File: config.mk
export PLATFORM = sky130hd
export DESIGN_NAME = rfli_ctrl
export DESIGN_NICKNAME = d
export VERILOG_FILES = /design/src/rfli_pkg.sv /design/src/rfli_ctrl.sv
export SDC_FILE = /design/constraint.sdc
export NUM_CORES = 1
export LEC_CHECK = 0
export ABC_CLOCK_PERIOD_IN_PS = 2029
export BUFFER_PORTS_ARGS = -buffer_cell sky130_fd_sc_hd__buf_2
export CORE_AREA = 5 5 61 52
export CTS_CLUSTER_DIAMETER = 60
export DETAILED_ROUTE_END_ITERATION = 10
export DIE_AREA = 0 0 66 57
export PLACE_DENSITY = 0.69
export SYNTH_ARGS = -nofsm -noshare
export SYNTH_HDL_FRONTEND = slang
export SYNTH_SLANG_ARGS = --single-unit
File: constraint.sdc
create_clock -name i_clk -period 2.03 [get_ports i_clk]
set_input_delay 0.203 -clock i_clk [delete_from_list [all_inputs] [get_ports i_clk]]
set_output_delay 0.203 -clock i_clk [all_outputs]
set_load 0.005 [all_outputs]
File: src/rfli_pkg.sv
// rfli_pkg: shared types and constants for the random fern leaf index block
// used by rfli_ctrl, rfli_datapath and random_fern_leaf_index; no dependencies
package rfli_pkg;

    localparam int FERN_NUM_W   = 6;
    localparam int DEPTH_NUM_W  = 4;
    localparam int NODE_FEAT_W  = 8;
    localparam int VALUE_FIELD_W = 16;
    localparam int LEAF_W       = 17;
    localparam int CFG_COUNT_W  = 7;
    localparam int CFG_DEPTH_W  = 5;
    localparam int CFG_DATA_W   = 7;
    localparam int CFG_INDEX_W  = 1;

    localparam logic [CFG_INDEX_W-1:0] CFG_FERN_COUNT = 1'b0;
    localparam logic [CFG_INDEX_W-1:0] CFG_FERN_DEPTH = 1'b1;

    localparam logic MODE_NODE    = 1'b0;
    localparam logic MODE_FEATURE = 1'b1;

    typedef struct packed {
        logic                            mode;
        logic [FERN_NUM_W-1:0]           fern_number;
        logic [DEPTH_NUM_W-1:0]          depth_number;
        logic [NODE_FEAT_W-1:0]          node_feature;
        logic signed [VALUE_FIELD_W-1:0] node_threshold;
        logic signed [VALUE_FIELD_W-1:0] feature_value;
        logic                            sample_last;
    } t_in_item;

    typedef struct packed {
        logic [FERN_NUM_W-1:0] fern_id;
        logic [LEAF_W-1:0]     leaf_index;
        logic                  result_last;
    } t_out_item;

    // controller to datapath
    typedef struct packed {
        logic start;
        logic issue;
        logic node_last;
        logic fern_last;
    } t_cmd;

    // datapath to controller
    typedef struct packed {
        logic fern_done;
        logic out_busy;
    } t_status;

endpackage

File: src/rfli_ctrl.sv
// rfli_ctrl: sequencer for the fern walk, one node test issued per cycle
// within a fern; each fern waits for a free output; depends on rfli_pkg
module rfli_ctrl import rfli_pkg::*; #(
    parameter int MAX_FERNS = 64,
    parameter int MAX_DEPTH = 16,
    parameter int FW = (MAX_FERNS > 1) ? $clog2(MAX_FERNS) : 1,
    parameter int DW = (MAX_DEPTH > 1) ? $clog2(MAX_DEPTH) : 1
) (
    input  logic          i_clk,
    input  logic          i_rst_n,
    input  logic          i_in_accept,
    input  logic          i_in_mode,
    input  logic          i_in_last,
    input  logic [FW-1:0] i_nf_m1,
    input  logic [DW-1:0] i_nd_m1,
    input  t_status       i_status,
    output t_cmd          o_cmd,
    output logic          o_in_ready
);

    typedef enum logic [1:0] {
        S_IDLE,
        S_WAIT,
        S_ISSUE,
        S_DRAIN
    } t_state;

    t_state        r_state;
    logic [FW-1:0] r_fern;
    logic [DW-1:0] r_depth;
    logic          r_start;
    logic          r_in_ready;
    logic          w_walk_go;

    assign w_walk_go = (r_state == S_IDLE) && i_in_accept
                    && (i_in_mode == MODE_FEATURE) && i_in_last;

    always_ff @(posedge i_clk) begin
        if (!i_rst_n) begin
            r_state    <= S_IDLE;
            r_fern     <= '0;
            r_depth    <= '0;
            r_start    <= 1'b0;
            r_in_ready <= 1'b1;
        end else begin
            r_start <= w_walk_go;
            unique case (r_state)
                S_IDLE: begin
                    if (w_walk_go) begin
                        r_state    <= S_WAIT;
                        r_fern     <= '0;
                        r_in_ready <= 1'b0;
                    end
                end
                S_WAIT: begin
                    if (!i_status.out_busy) begin
                        r_state <= S_ISSUE;
                        r_depth <= '0;
                    end
                end
                S_ISSUE: begin
                    if (r_depth == i_nd_m1) begin
                        r_state <= S_DRAIN;
                    end else begin
                        r_depth <= r_depth + 1'b1;
                    end
                end
                S_DRAIN: begin
                    if (i_status.fern_done) begin
                        if (r_fern == i_nf_m1) begin
                            r_state    <= S_IDLE;
                            r_in_ready <= 1'b1;
                        end else begin
                            r_fern  <= r_fern + 1'b1;
                            r_state <= S_WAIT;
                        end
                    end
                end
                default: begin
                    r_state <= S_IDLE;
                end
            endcase
        end
    end

    always_comb begin
        o_cmd.start     = r_start;
        o_cmd.issue     = (r_state == S_ISSUE);
        o_cmd.node_last = (r_depth == i_nd_m1);
        o_cmd.fern_last = (r_fern == i_nf_m1);
    end

    assign o_in_ready = r_in_ready;

    a_issue_out_free: assert property (@(posedge i_clk) disable iff (!i_rst_n)
        o_cmd.issue |-> !i_status.out_busy)
        else $error("node issued while output register is blocked");

    a_walk_blocks_input: assert property (@(posedge i_clk) disable iff (!i_rst_n)
        (r_state == S_ISSUE || r_state == S_DRAIN) |-> !r_in_ready)
        else $error("input ready during fern walk");

endmodule

==> Yosys cells after proc, flatten, opt, wreduce, memory -nomap -nowiden <==
Cells that the tools add are included.
W data, S select, Z words.
{ "word_totals": {"register_bits": 14, "latchBits": 0, "ramBits": 0, "mem_bits_ro": 0, "input_bits": 17, "out_inout_bits": 5, "wordCells": 46, "n_memories": 0} }
{ "op_classes": {"addsub": 2, "n_mul": 0, "div_mod_pow": 0, "magnitude_cmp": 0, "eq_ne": 12, "n_shift": 0, "n_mux": 17, "n_bitwise": 0, "n_reduce_logical": 10} }
{ "op_table": {"columns": ["cell", "count"], "rows": [
  ["$mux W6", 3],
  ["$ne A2 B2 Y1 const B", 7],
  ["$pmux W6 S2", 1],
  ["$reduce_and A4 Y1", 3],
  ["$mux W2", 4],
  ["$mux W4", 2],
  ["$pmux W2 S4", 1],
  ["$pmux W4 S2", 1],
  ["$add A6 B1 Y6 const B", 1],
  ["$eq A6 B6 Y1", 1],
  ["$add A4 B1 Y4 const B", 1],
  ["$eq A2 B2 Y1 const B", 2],
  ["$eq A4 B4 Y1", 1],
  ["$mux W1", 4],
  ["$reduce_bool A2 Y1", 2],
  ["$logic_and A1 B1 Y1", 3],
  ["$reduce_and A3 Y1", 1],
  ["$eq A2 B1 Y1 const B", 1],
  ["$logic_not A2 Y1", 1],
  ["$pmux W1 S2", 1]
]} }

==> Longest topological paths before layout <==
Gate-level depths: netlist of run 1.
{ "depth": {"depth_word": 6, "mapped_depth": 7, "mapped_depth_nobuf": 7} }

==> Least setup slack after synthesis of run 1 <==
Ideal clock, no wire load.
{ "synth_timing": {"path_kind": "reg-to-reg", "start": "reg r_state[1]", "end": "reg r_fern[4]", "setup_ns": 0.119, "arrival_ns": 1.560, "required_ns": 1.911, "slack_ns": 0.351, "path_stages_with_launch": 8, "path_buffers": 1, "cell_sequence": "dfxtp_1 > ha_1 > buf_6 > inv_8 > or3_4 > o21ai_4 > mux2i_1 > a21boi_1"} }
{ "synth_between": {"elab_chain_len": 6} }
{ "synth_lines": {"columns": ["element", "line_no", "rtl"], "rows": [
  ["start: declaration", "rfli_ctrl.sv:28", "t_state r_state;"],
  ["start signal: assignment", "rfli_ctrl.sv:40", "r_state <= S_IDLE;"],
  ["start signal: assignment", "rfli_ctrl.sv:50", "r_state <= S_WAIT;"],
  ["start signal: assignment", "rfli_ctrl.sv:57", "r_state <= S_ISSUE;"],
  ["$logic_not A2 Y1", "rfli_ctrl.sv:35, rfli_ctrl.sv:47", null],
  ["$logic_and A1 B1 Y1", "rfli_ctrl.sv:35", "assign w_walk_go = (r_state == S_IDLE) && i_in_accept"],
  ["$logic_and A1 B1 Y1 (2 in series)", "rfli_ctrl.sv:36", "&& (i_in_mode == MODE_FEATURE) && i_in_last;"],
  ["$ne A2 B2 Y1 (no line)", null, null],
  ["$reduce_and A4 Y1 (no line)", null, null],
  ["end signal: assignment", "rfli_ctrl.sv:74", "r_fern <= r_fern + 1'b1;"],
  ["end: declaration", "rfli_ctrl.sv:29", "logic [FW-1:0] r_fern;"]
]} }
Parallel ways exist; a longest one is shown, timed or not.
A chain may end at the register's enable or synchronous reset.

==> Worst setup path after layout of run 1 <==
Ends and elaborated chain as after synthesis.

==> results of run 1 <==
==> area by class of cell <==
class	count	area, µm²	area share [%]
tap	38	47.5	4.19
multi-input combinational	86	641	56.4
timing repair buffer	21	105	9.25
sequential	14	280	24.7
clock buffer	4	36.3	3.19
inverter	5	26.3	2.31
==> placed cells by master, fill, tap and decap left out, types with 2 or more instances in the layout <==
cell and instances:
buf_2 21, dfxtp_1 14, nor2_1 8, mux2i_1 7
xor2_1 6, nand2_1 6, ha_1 6, nand3_1 5
nor2b_1 5, inv_1 4, xnor2_1 4, o21ai_0 4
nor3_1 3, and3_1 3, clkbuf_4 3, nand4_1 2
a21oi_1 2, o211ai_1 2, a21boi_1 2, nand3b_1 2
==> path summary, 6_finish.rpt <==
kind,slack [ns],startpoint,cells after the start,to
worst max-delay path,0.16,r_state[1]$_SDFFE_PN0P_,6,r_fern[4]$_SDFFE_PN0P_
worst min-delay path,0.23,i_rst_n,2,o_in_ready$_SDFFE_PN1P_
worst max register to register,0.16,r_state[1]$_SDFFE_PN0P_,6,r_fern[4]$_SDFFE_PN0P_
worst min register to register,0.49,r_depth[3]$_SDFFE_PN0P_,2,r_depth[3]$_SDFFE_PN0P_
==> registers in the layout (all words and copies together) (netlist names) <==
| register | count |
|---|---|
| r_fern | 6 |
| r_depth | 4 |
| r_state | 2 |
| o_in_ready | 1 |
| r_start | 1 |
==> layer usage <==
metal	vias to the layer above	wire, µm	share of wire, %
met5	-	0	0
met4	0	27	1.3
met3	2	52	2.6
met2	12	980	48
met1	375	964	48
li1	424	-	-
==> where the power goes <==
| part | internal [mW] | switching, mW |
|---|---|---|
| combinational | 0.172 | 0.236 |
| sequential | 0.296 | 0.0223 |
| clock | 0.109 | 0.0957 |
| total | 0.577 | 0.354 |
==> kinds of logic (layout without fill, tap and decap cells) <==
| kind of cell | Yosys count | in the layout | synth area share, % |
|---|---|---|---|
| mux | 7 | 7 | 7.24 |
| flops | 14 | 14 | 29.0 |
| simple gates | 42 | 42 | 25.4 |
| xor+xnor | 10 | 10 | 9.06 |
| compound gates | 20 | 20 | 15.3 |
| buf+inv | 8 | 30 | 5.04 |
| fa+ha+maj | 7 | 7 | 9.06 |
==> stage by stage <==
stage	hold slack, ns	power (mW)
after floorplan	0.356	0.644
after global placement	0.469	0.715
after detailed placement	0.487	0.728
after CTS	0.219	0.933
after global routing	0.251	0.996
final	0.228	0.931
==> timing repair <==
action                     4_1_cts  5_1_grt
setup endpoints to repair        0        3
setup buffers                    0        0
gates resized for setup          0        1
==> summary.md, run 1 <==
| Metric | Value |
|---|---|
| Status | `finished clean` |
| Crit-path max FO | `8` |
| Max-slew headroom | `64.9%` |
| Clock latency on the worst-skew pair | `0.28 ns` |
| Final Critical Period | `1.87 ns` |
| Max clock buf depth | `2` |
| Initial antenna violation count | `0` |
| Pwr per Cell Area | `819 mW/mm²` |
| Setup CP Type | `flop to flop` |
| Ys Warns | `0` |
| Layout Utilization | `44.1%` |
| Clock slew at reported path FFs | `0.09 ns` |
| RSZ-0062 raised after global routing | `false` |
| Layout area overhead | `17.5%` |
| Post-synth EDFFs | `0` |
| CTS tree | `built` |
| CP bufs+invs | `1` |
| Drt drc | `0` |
| FMAX | `536 MHz` |
| Global-route wire length before repair | `3.25 mm` |
| Ranking of synthesized cells by area | `dfxtp_1 29%, ha_1 9.1%, mux2i_1 7.2%` |
| Routed vias/inst | `4.84` |
| Critical Path AT | `2.04 ns` |
| Cell Area, Synth | `967 µm²` |
| HPWL after detailed placement | `1.54 mm` |
| Maximum VDD drop | `0.000228 V` |
| Final Cell Area | `0.00114 mm²` |
| Worst Path Required | `2.20 ns` |
| Number of diodes | `0` |
| Area post-placement | `0.00110 mm²` |
| Clock Tree Root | `clkbuf_4` |
| Inserted Clock Buffers | `3` |
| Routed Antenna Nets | `0` |
| Cell chain of the critical path | `ha_2 > inv_8 > or3_4 > o21ai_4 > mux2i_1 > a21boi_1` |
| 1st-iter DRT viols | `23` |
| Setup TNS | `0 ns` |
| Slew Viols, Final | `0` |
| CP max stage delay | `0.41 ns` |
| Setup Viol. Count Final | `0` |
| CTS Sinks | `14` |
| Inst Count DP | `164` |
| Startpoint Class | `flop` |
| Cell family contributing the most delay on the critical path | `flip-flops` |
| Main synth FF type | `dfxtp_1` |
| RD Place Congestion | `0.771` |
| Slowest CP cell | `dfxtp_1` |
| Most frequent cell after synthesis | `dfxtp_1` |
| CP endpoint kind | `flop` |
| Tcrit/Tclk final | `91.9%` |
| Post-CTS Hold Fix Bufs | `0` |
| Cell count after synthesis | `108` |
| Initial core utilization | `37.6%` |
| Post-Syn Nets | `132` |
| Final worst setup slack | `0.164 ns` |
| Core area | `0.00257 mm²` |
| Routed via count | `813` |
| DR WL/cell | `12.0 µm` |
| Avg Cell Area, Syn | `8.96 µm²` |
| Cell taking the most area after synthesis | `dfxtp_1` |
| Largest net degree at the start of global routing | `16` |
| Final hold vios | `0` |
| Buffers on Ports | `21` |
| Ports | `22` |
| Chip width | `66 µm` |
| #FFs+latches synth | `14` |
| Final #Nets | `155` |
| Clk_skew | `0.00303 ns` |
| Die height | `57 µm` |
| Core Rows | `17` |
| Synth cell types | `40` |
| Number of global-route vias before repair | `712` |
| Htree depth | `1` |
| Filler Cells Inserted | `253` |
| Grt peak-use layer | `met2` |
| Final cell count without fillers | `168` |
| Register area share after synthesis | `29.0%` |
| Area fraction of the dominant cell type after synthesis | `29.0%` |
| Max Cap Viol | `0` |
| Worst slack, placed | `0.0974 ns` |
| Layout cells sized above 1 | `26.9%` |
| Remaining Overflow, GRT | `0` |
| Router iterations before antenna repair | `6` |
| Grt met3 use | `2.56%` |
| GR met2 Demand/Resource | `17.3%` |
| Worst hold path type | `primary input to flop` |
| Leak | `0.504 nW` |
| Met1 Use GR | `14.6%` |
| WL final | `2.02 mm` |
| Post-synth top cells | `14 x dfxtp_1, 8 x nor2_1, 7 x ha_1, 7 x mux2i_1` |
| DIE AREA | `0.00376 mm²` |
| Ys async rst share | `0%` |
| Worst-Margin Slew | `0.522 ns` |
| Total Routing Usage GR | `11.3%` |
(Power assumes the default switching activity.)
==> run 2, diff against run 1 <==
--- a/config.mk
+++ b/config.mk
@@ -5,13 +5,14 @@
 export SDC_FILE = /design/constraint.sdc
 export NUM_CORES = 1
 export LEC_CHECK = 0
+export ABC_AREA = 1
 export ABC_CLOCK_PERIOD_IN_PS = 2029
 export BUFFER_PORTS_ARGS = -buffer_cell sky130_fd_sc_hd__buf_2
-export CORE_AREA = 5 5 61 52
+export CORE_AREA = 5 5 65 55
 export CTS_CLUSTER_DIAMETER = 60
 export DETAILED_ROUTE_END_ITERATION = 10
-export DIE_AREA = 0 0 66 57
-export PLACE_DENSITY = 0.69
+export DIE_AREA = 0 0 70 60
+export PLACE_DENSITY = 0.67
 export SYNTH_ARGS = -nofsm -noshare
 export SYNTH_HDL_FRONTEND = slang
 export SYNTH_SLANG_ARGS = --single-unit
==> summary.md, run 2 <==
| Metric | Value |
|---|---|
| Status | `finished clean` |
| Worst Path Required | `2.21 ns` |
| Number of global-route vias before repair | `800` |
| Pwr per Cell Area | `813 mW/mm²` |
| Largest register FFs | `6` |
| Worst-Margin Slew | `0.306 ns` |
| Post-CTS Hold Fix Bufs | `0` |
| Max Cap Viol | `0` |
| NetSw | `0.430 mW` |
| Final hold vios | `0` |
| Final #Nets | `220` |
| Htree depth | `1` |
| Most frequent cells in the layout | `52 x nand2_1, 25 x inv_1, 21 x buf_2` |
| RD Place Congestion | `0.810` |
| Largest Register | `r_fern` |
| Global-route wire length before repair | `3.59 mm` |
| Avg Cell Area, Syn | `6.37 µm²` |
| Worst hold path type | `primary input to flop` |
| HPWL after detailed placement | `1.80 mm` |
| Buffers on Ports | `21` |
| Core Rows | `18` |
| Die height | `60 µm` |
| Drt drc | `0` |
| Clock power share | `19.2%` |
| DIE AREA | `0.00420 mm²` |
| Routed vias/inst | `4.36` |
| Inst Count DP | `231` |
| Sw Ratio | `41.5%` |
| Initial antenna violation count | `0` |
| Remaining Overflow, GRT | `0` |
| Logic gate share of total power | `46.6%` |
| Post-synth EDFFs | `0` |
| Cell Area, Synth | `0.00109 mm²` |
| CTS Sinks | `14` |
| Slew Viols, Final | `0` |
| Max-slew headroom | `79.6%` |
| Hold path cells | `3` |
| Setup CP Type | `flop to flop` |
| Clock slew at reported path FFs | `0.08 ns` |
| Critical Path AT | `1.80 ns` |
| Number of diodes | `0` |
| WL final | `2.22 mm` |
| Leak | `0.632 nW` |
| Routed via count | `1025` |
| Inserted Clock Buffers | `3` |
| Register area share after synthesis | `25.7%` |
| Filler Cells Inserted | `323` |
| Postcts setup bufs | `0` |
| Clock Tree Root | `clkbuf_4` |
| Tcrit/Tclk final | `79.7%` |
| Layout cells sized above 1 | `25.6%` |
| DR WL/cell | `9.44 µm` |
| Initial core utilization | `37.2%` |
| Most frequent cell after synthesis | `nand2_1` |
| Cell taking the most area after synthesis | `dfxtp_1` |
| Synth cell types | `26` |
| Max clock buf depth | `2` |
| Most common cell after layout, fill and taps aside | `nand2_1` |
| FF-to-FF path depth | `11` |
| Layout Utilization | `43.5%` |
| Final Critical Period | `1.62 ns` |
| Setup Viol. Count Final | `0` |
| CP endpoint kind | `flop` |
| Core area | `0.00293 mm²` |
| Crit-path max FO | `6` |
| FMAX | `618 MHz` |
| Layout area overhead | `16.9%` |
| Router iterations before antenna repair | `4` |
| Ports | `22` |
| Biggest regs | `r_fern x6, r_depth x4, r_state x2` |
| Post-synth top cells | `52 x nand2_1, 25 x inv_1, 15 x nor2_1, 14 x dfxtp_1, 9 x nand3_1` |
| Reg power frac | `34.2%` |
| #FFs+latches synth | `14` |
| Chip width | `70 µm` |
| Final cell count without fillers | `235` |
| Setup TNS | `0 ns` |
| Pint | `0.605 mW` |
| Total Routing Usage GR | `10.8%` |
| Largest net degree at the start of global routing | `9` |
| Ys Warns | `0` |
| Clock latency on the worst-skew pair | `0.28 ns` |
| CTS tree | `built` |
| Post-CTS sizing | `0` |
| Ys async rst share | `0%` |
| Clk_skew | `0.00172 ns` |
| Maximum VDD drop | `0.000392 V` |
| Startpoint Class | `flop` |
| Post-Syn Nets | `195` |
| Ranking of synthesized cells by area | `dfxtp_1 26%, nand2_1 18%, inv_1 8.6%` |
| RSZ-0062 raised after global routing | `false` |
| Area fraction of the dominant cell type after synthesis | `25.7%` |
| 1st-iter DRT viols | `57` |
| Cell count after synthesis | `171` |
| Main synth FF type | `dfxtp_1` |
| Routed Antenna Nets | `0` |
## run 2: final cells by class
| cell class | instances | area (µm²) | share of cell area [%] |
|---|---|---|---|
| Sequential cell | 14 | 280 | 22.0 |
| Timing Repair Buffer | 21 | 105 | 8.26 |
| Multi-Input combinational cell | 127 | 689 | 54.2 |
| Tap cell | 40 | 50.0 | 3.93 |
| Clock buffer | 4 | 36.3 | 2.85 |
| Inverter | 29 | 111 | 8.75 |
## run 2: final timing paths
kind | from | end | slack [ns]
hold / removal | i_in_last | r_start$_SDFF_PN0_ | 0.18
setup / recovery | r_state[0]$_SDFFE_PN0P_ | r_fern[5]$_SDFFE_PN0P_ | 0.41
setup reg to reg | r_state[0]$_SDFFE_PN0P_ | r_fern[5]$_SDFFE_PN0P_ | 0.41
hold reg to reg | o_in_ready$_SDFFE_PN1P_ | o_in_ready$_SDFFE_PN1P_ | 0.49
## run 2: through the flow
stage | worst slack, ns | instance area (µm²) | total power, mW | hold slack (ns)
4_1_cts | 0.399 | 1270 | 1.05 | 0.165
2_1_floorplan | 0.554 | 1090 | 0.740 | 0.287
6_report | 0.412 | 1270 | 1.03 | 0.176
3_5_place_dp | 0.416 | 1240 | 0.841 | 0.468
5_1_grt | 0.228 | 1270 | 1.14 | 0.172
3_3_place_gp | 0.457 | 1240 | 0.841 | 0.475
## run 2: cells by family (layout without fill, tap and decap cells)
family,after synthesis,count (layout),share of synthesized area (%)
simple gates,99,99,43.4
buf+inv,30,54,10.9
compound gates,19,19,10.2
flops,14,14,25.7
fa+ha+maj,7,7,8.05
xor+xnor,2,2,1.61
## run 2: layer usage
layer  part of all wire [%]  global-route usage, %
met3                    6.2                   4.03
met1                     54                   16.3
met5                      0                      0
met4                   0.81                   2.46
met2                     39                   14.1
## run 2: power by group through the flow
| stage | registers [mW] | clock network (mW) | logic, mW |
|---|---|---|---|
| finish | 0.354 | 0.199 | 0.482 |
| global placement | 0.359 | 0 | 0.482 |
| global route | 0.361 | 0.219 | 0.554 |
| CTS | 0.354 | 0.208 | 0.484 |
| detailed placement | 0.360 | 0 | 0.481 |
| floorplan | 0.352 | 0 | 0.388 |
## run 2: critical path, stage by stage, from the launching register on
cell	delay, ns
dfxtp_1	0.36
inv_1	0.12
ha_1	0.23
nand2_2	0.07
o21ai_2	0.14
nand2_2	0.08
nor2_4	0.18
inv_4	0.07
nor2_4	0.12
nand2_1	0.06
nand2_1	0.07
nor2_2	0.03
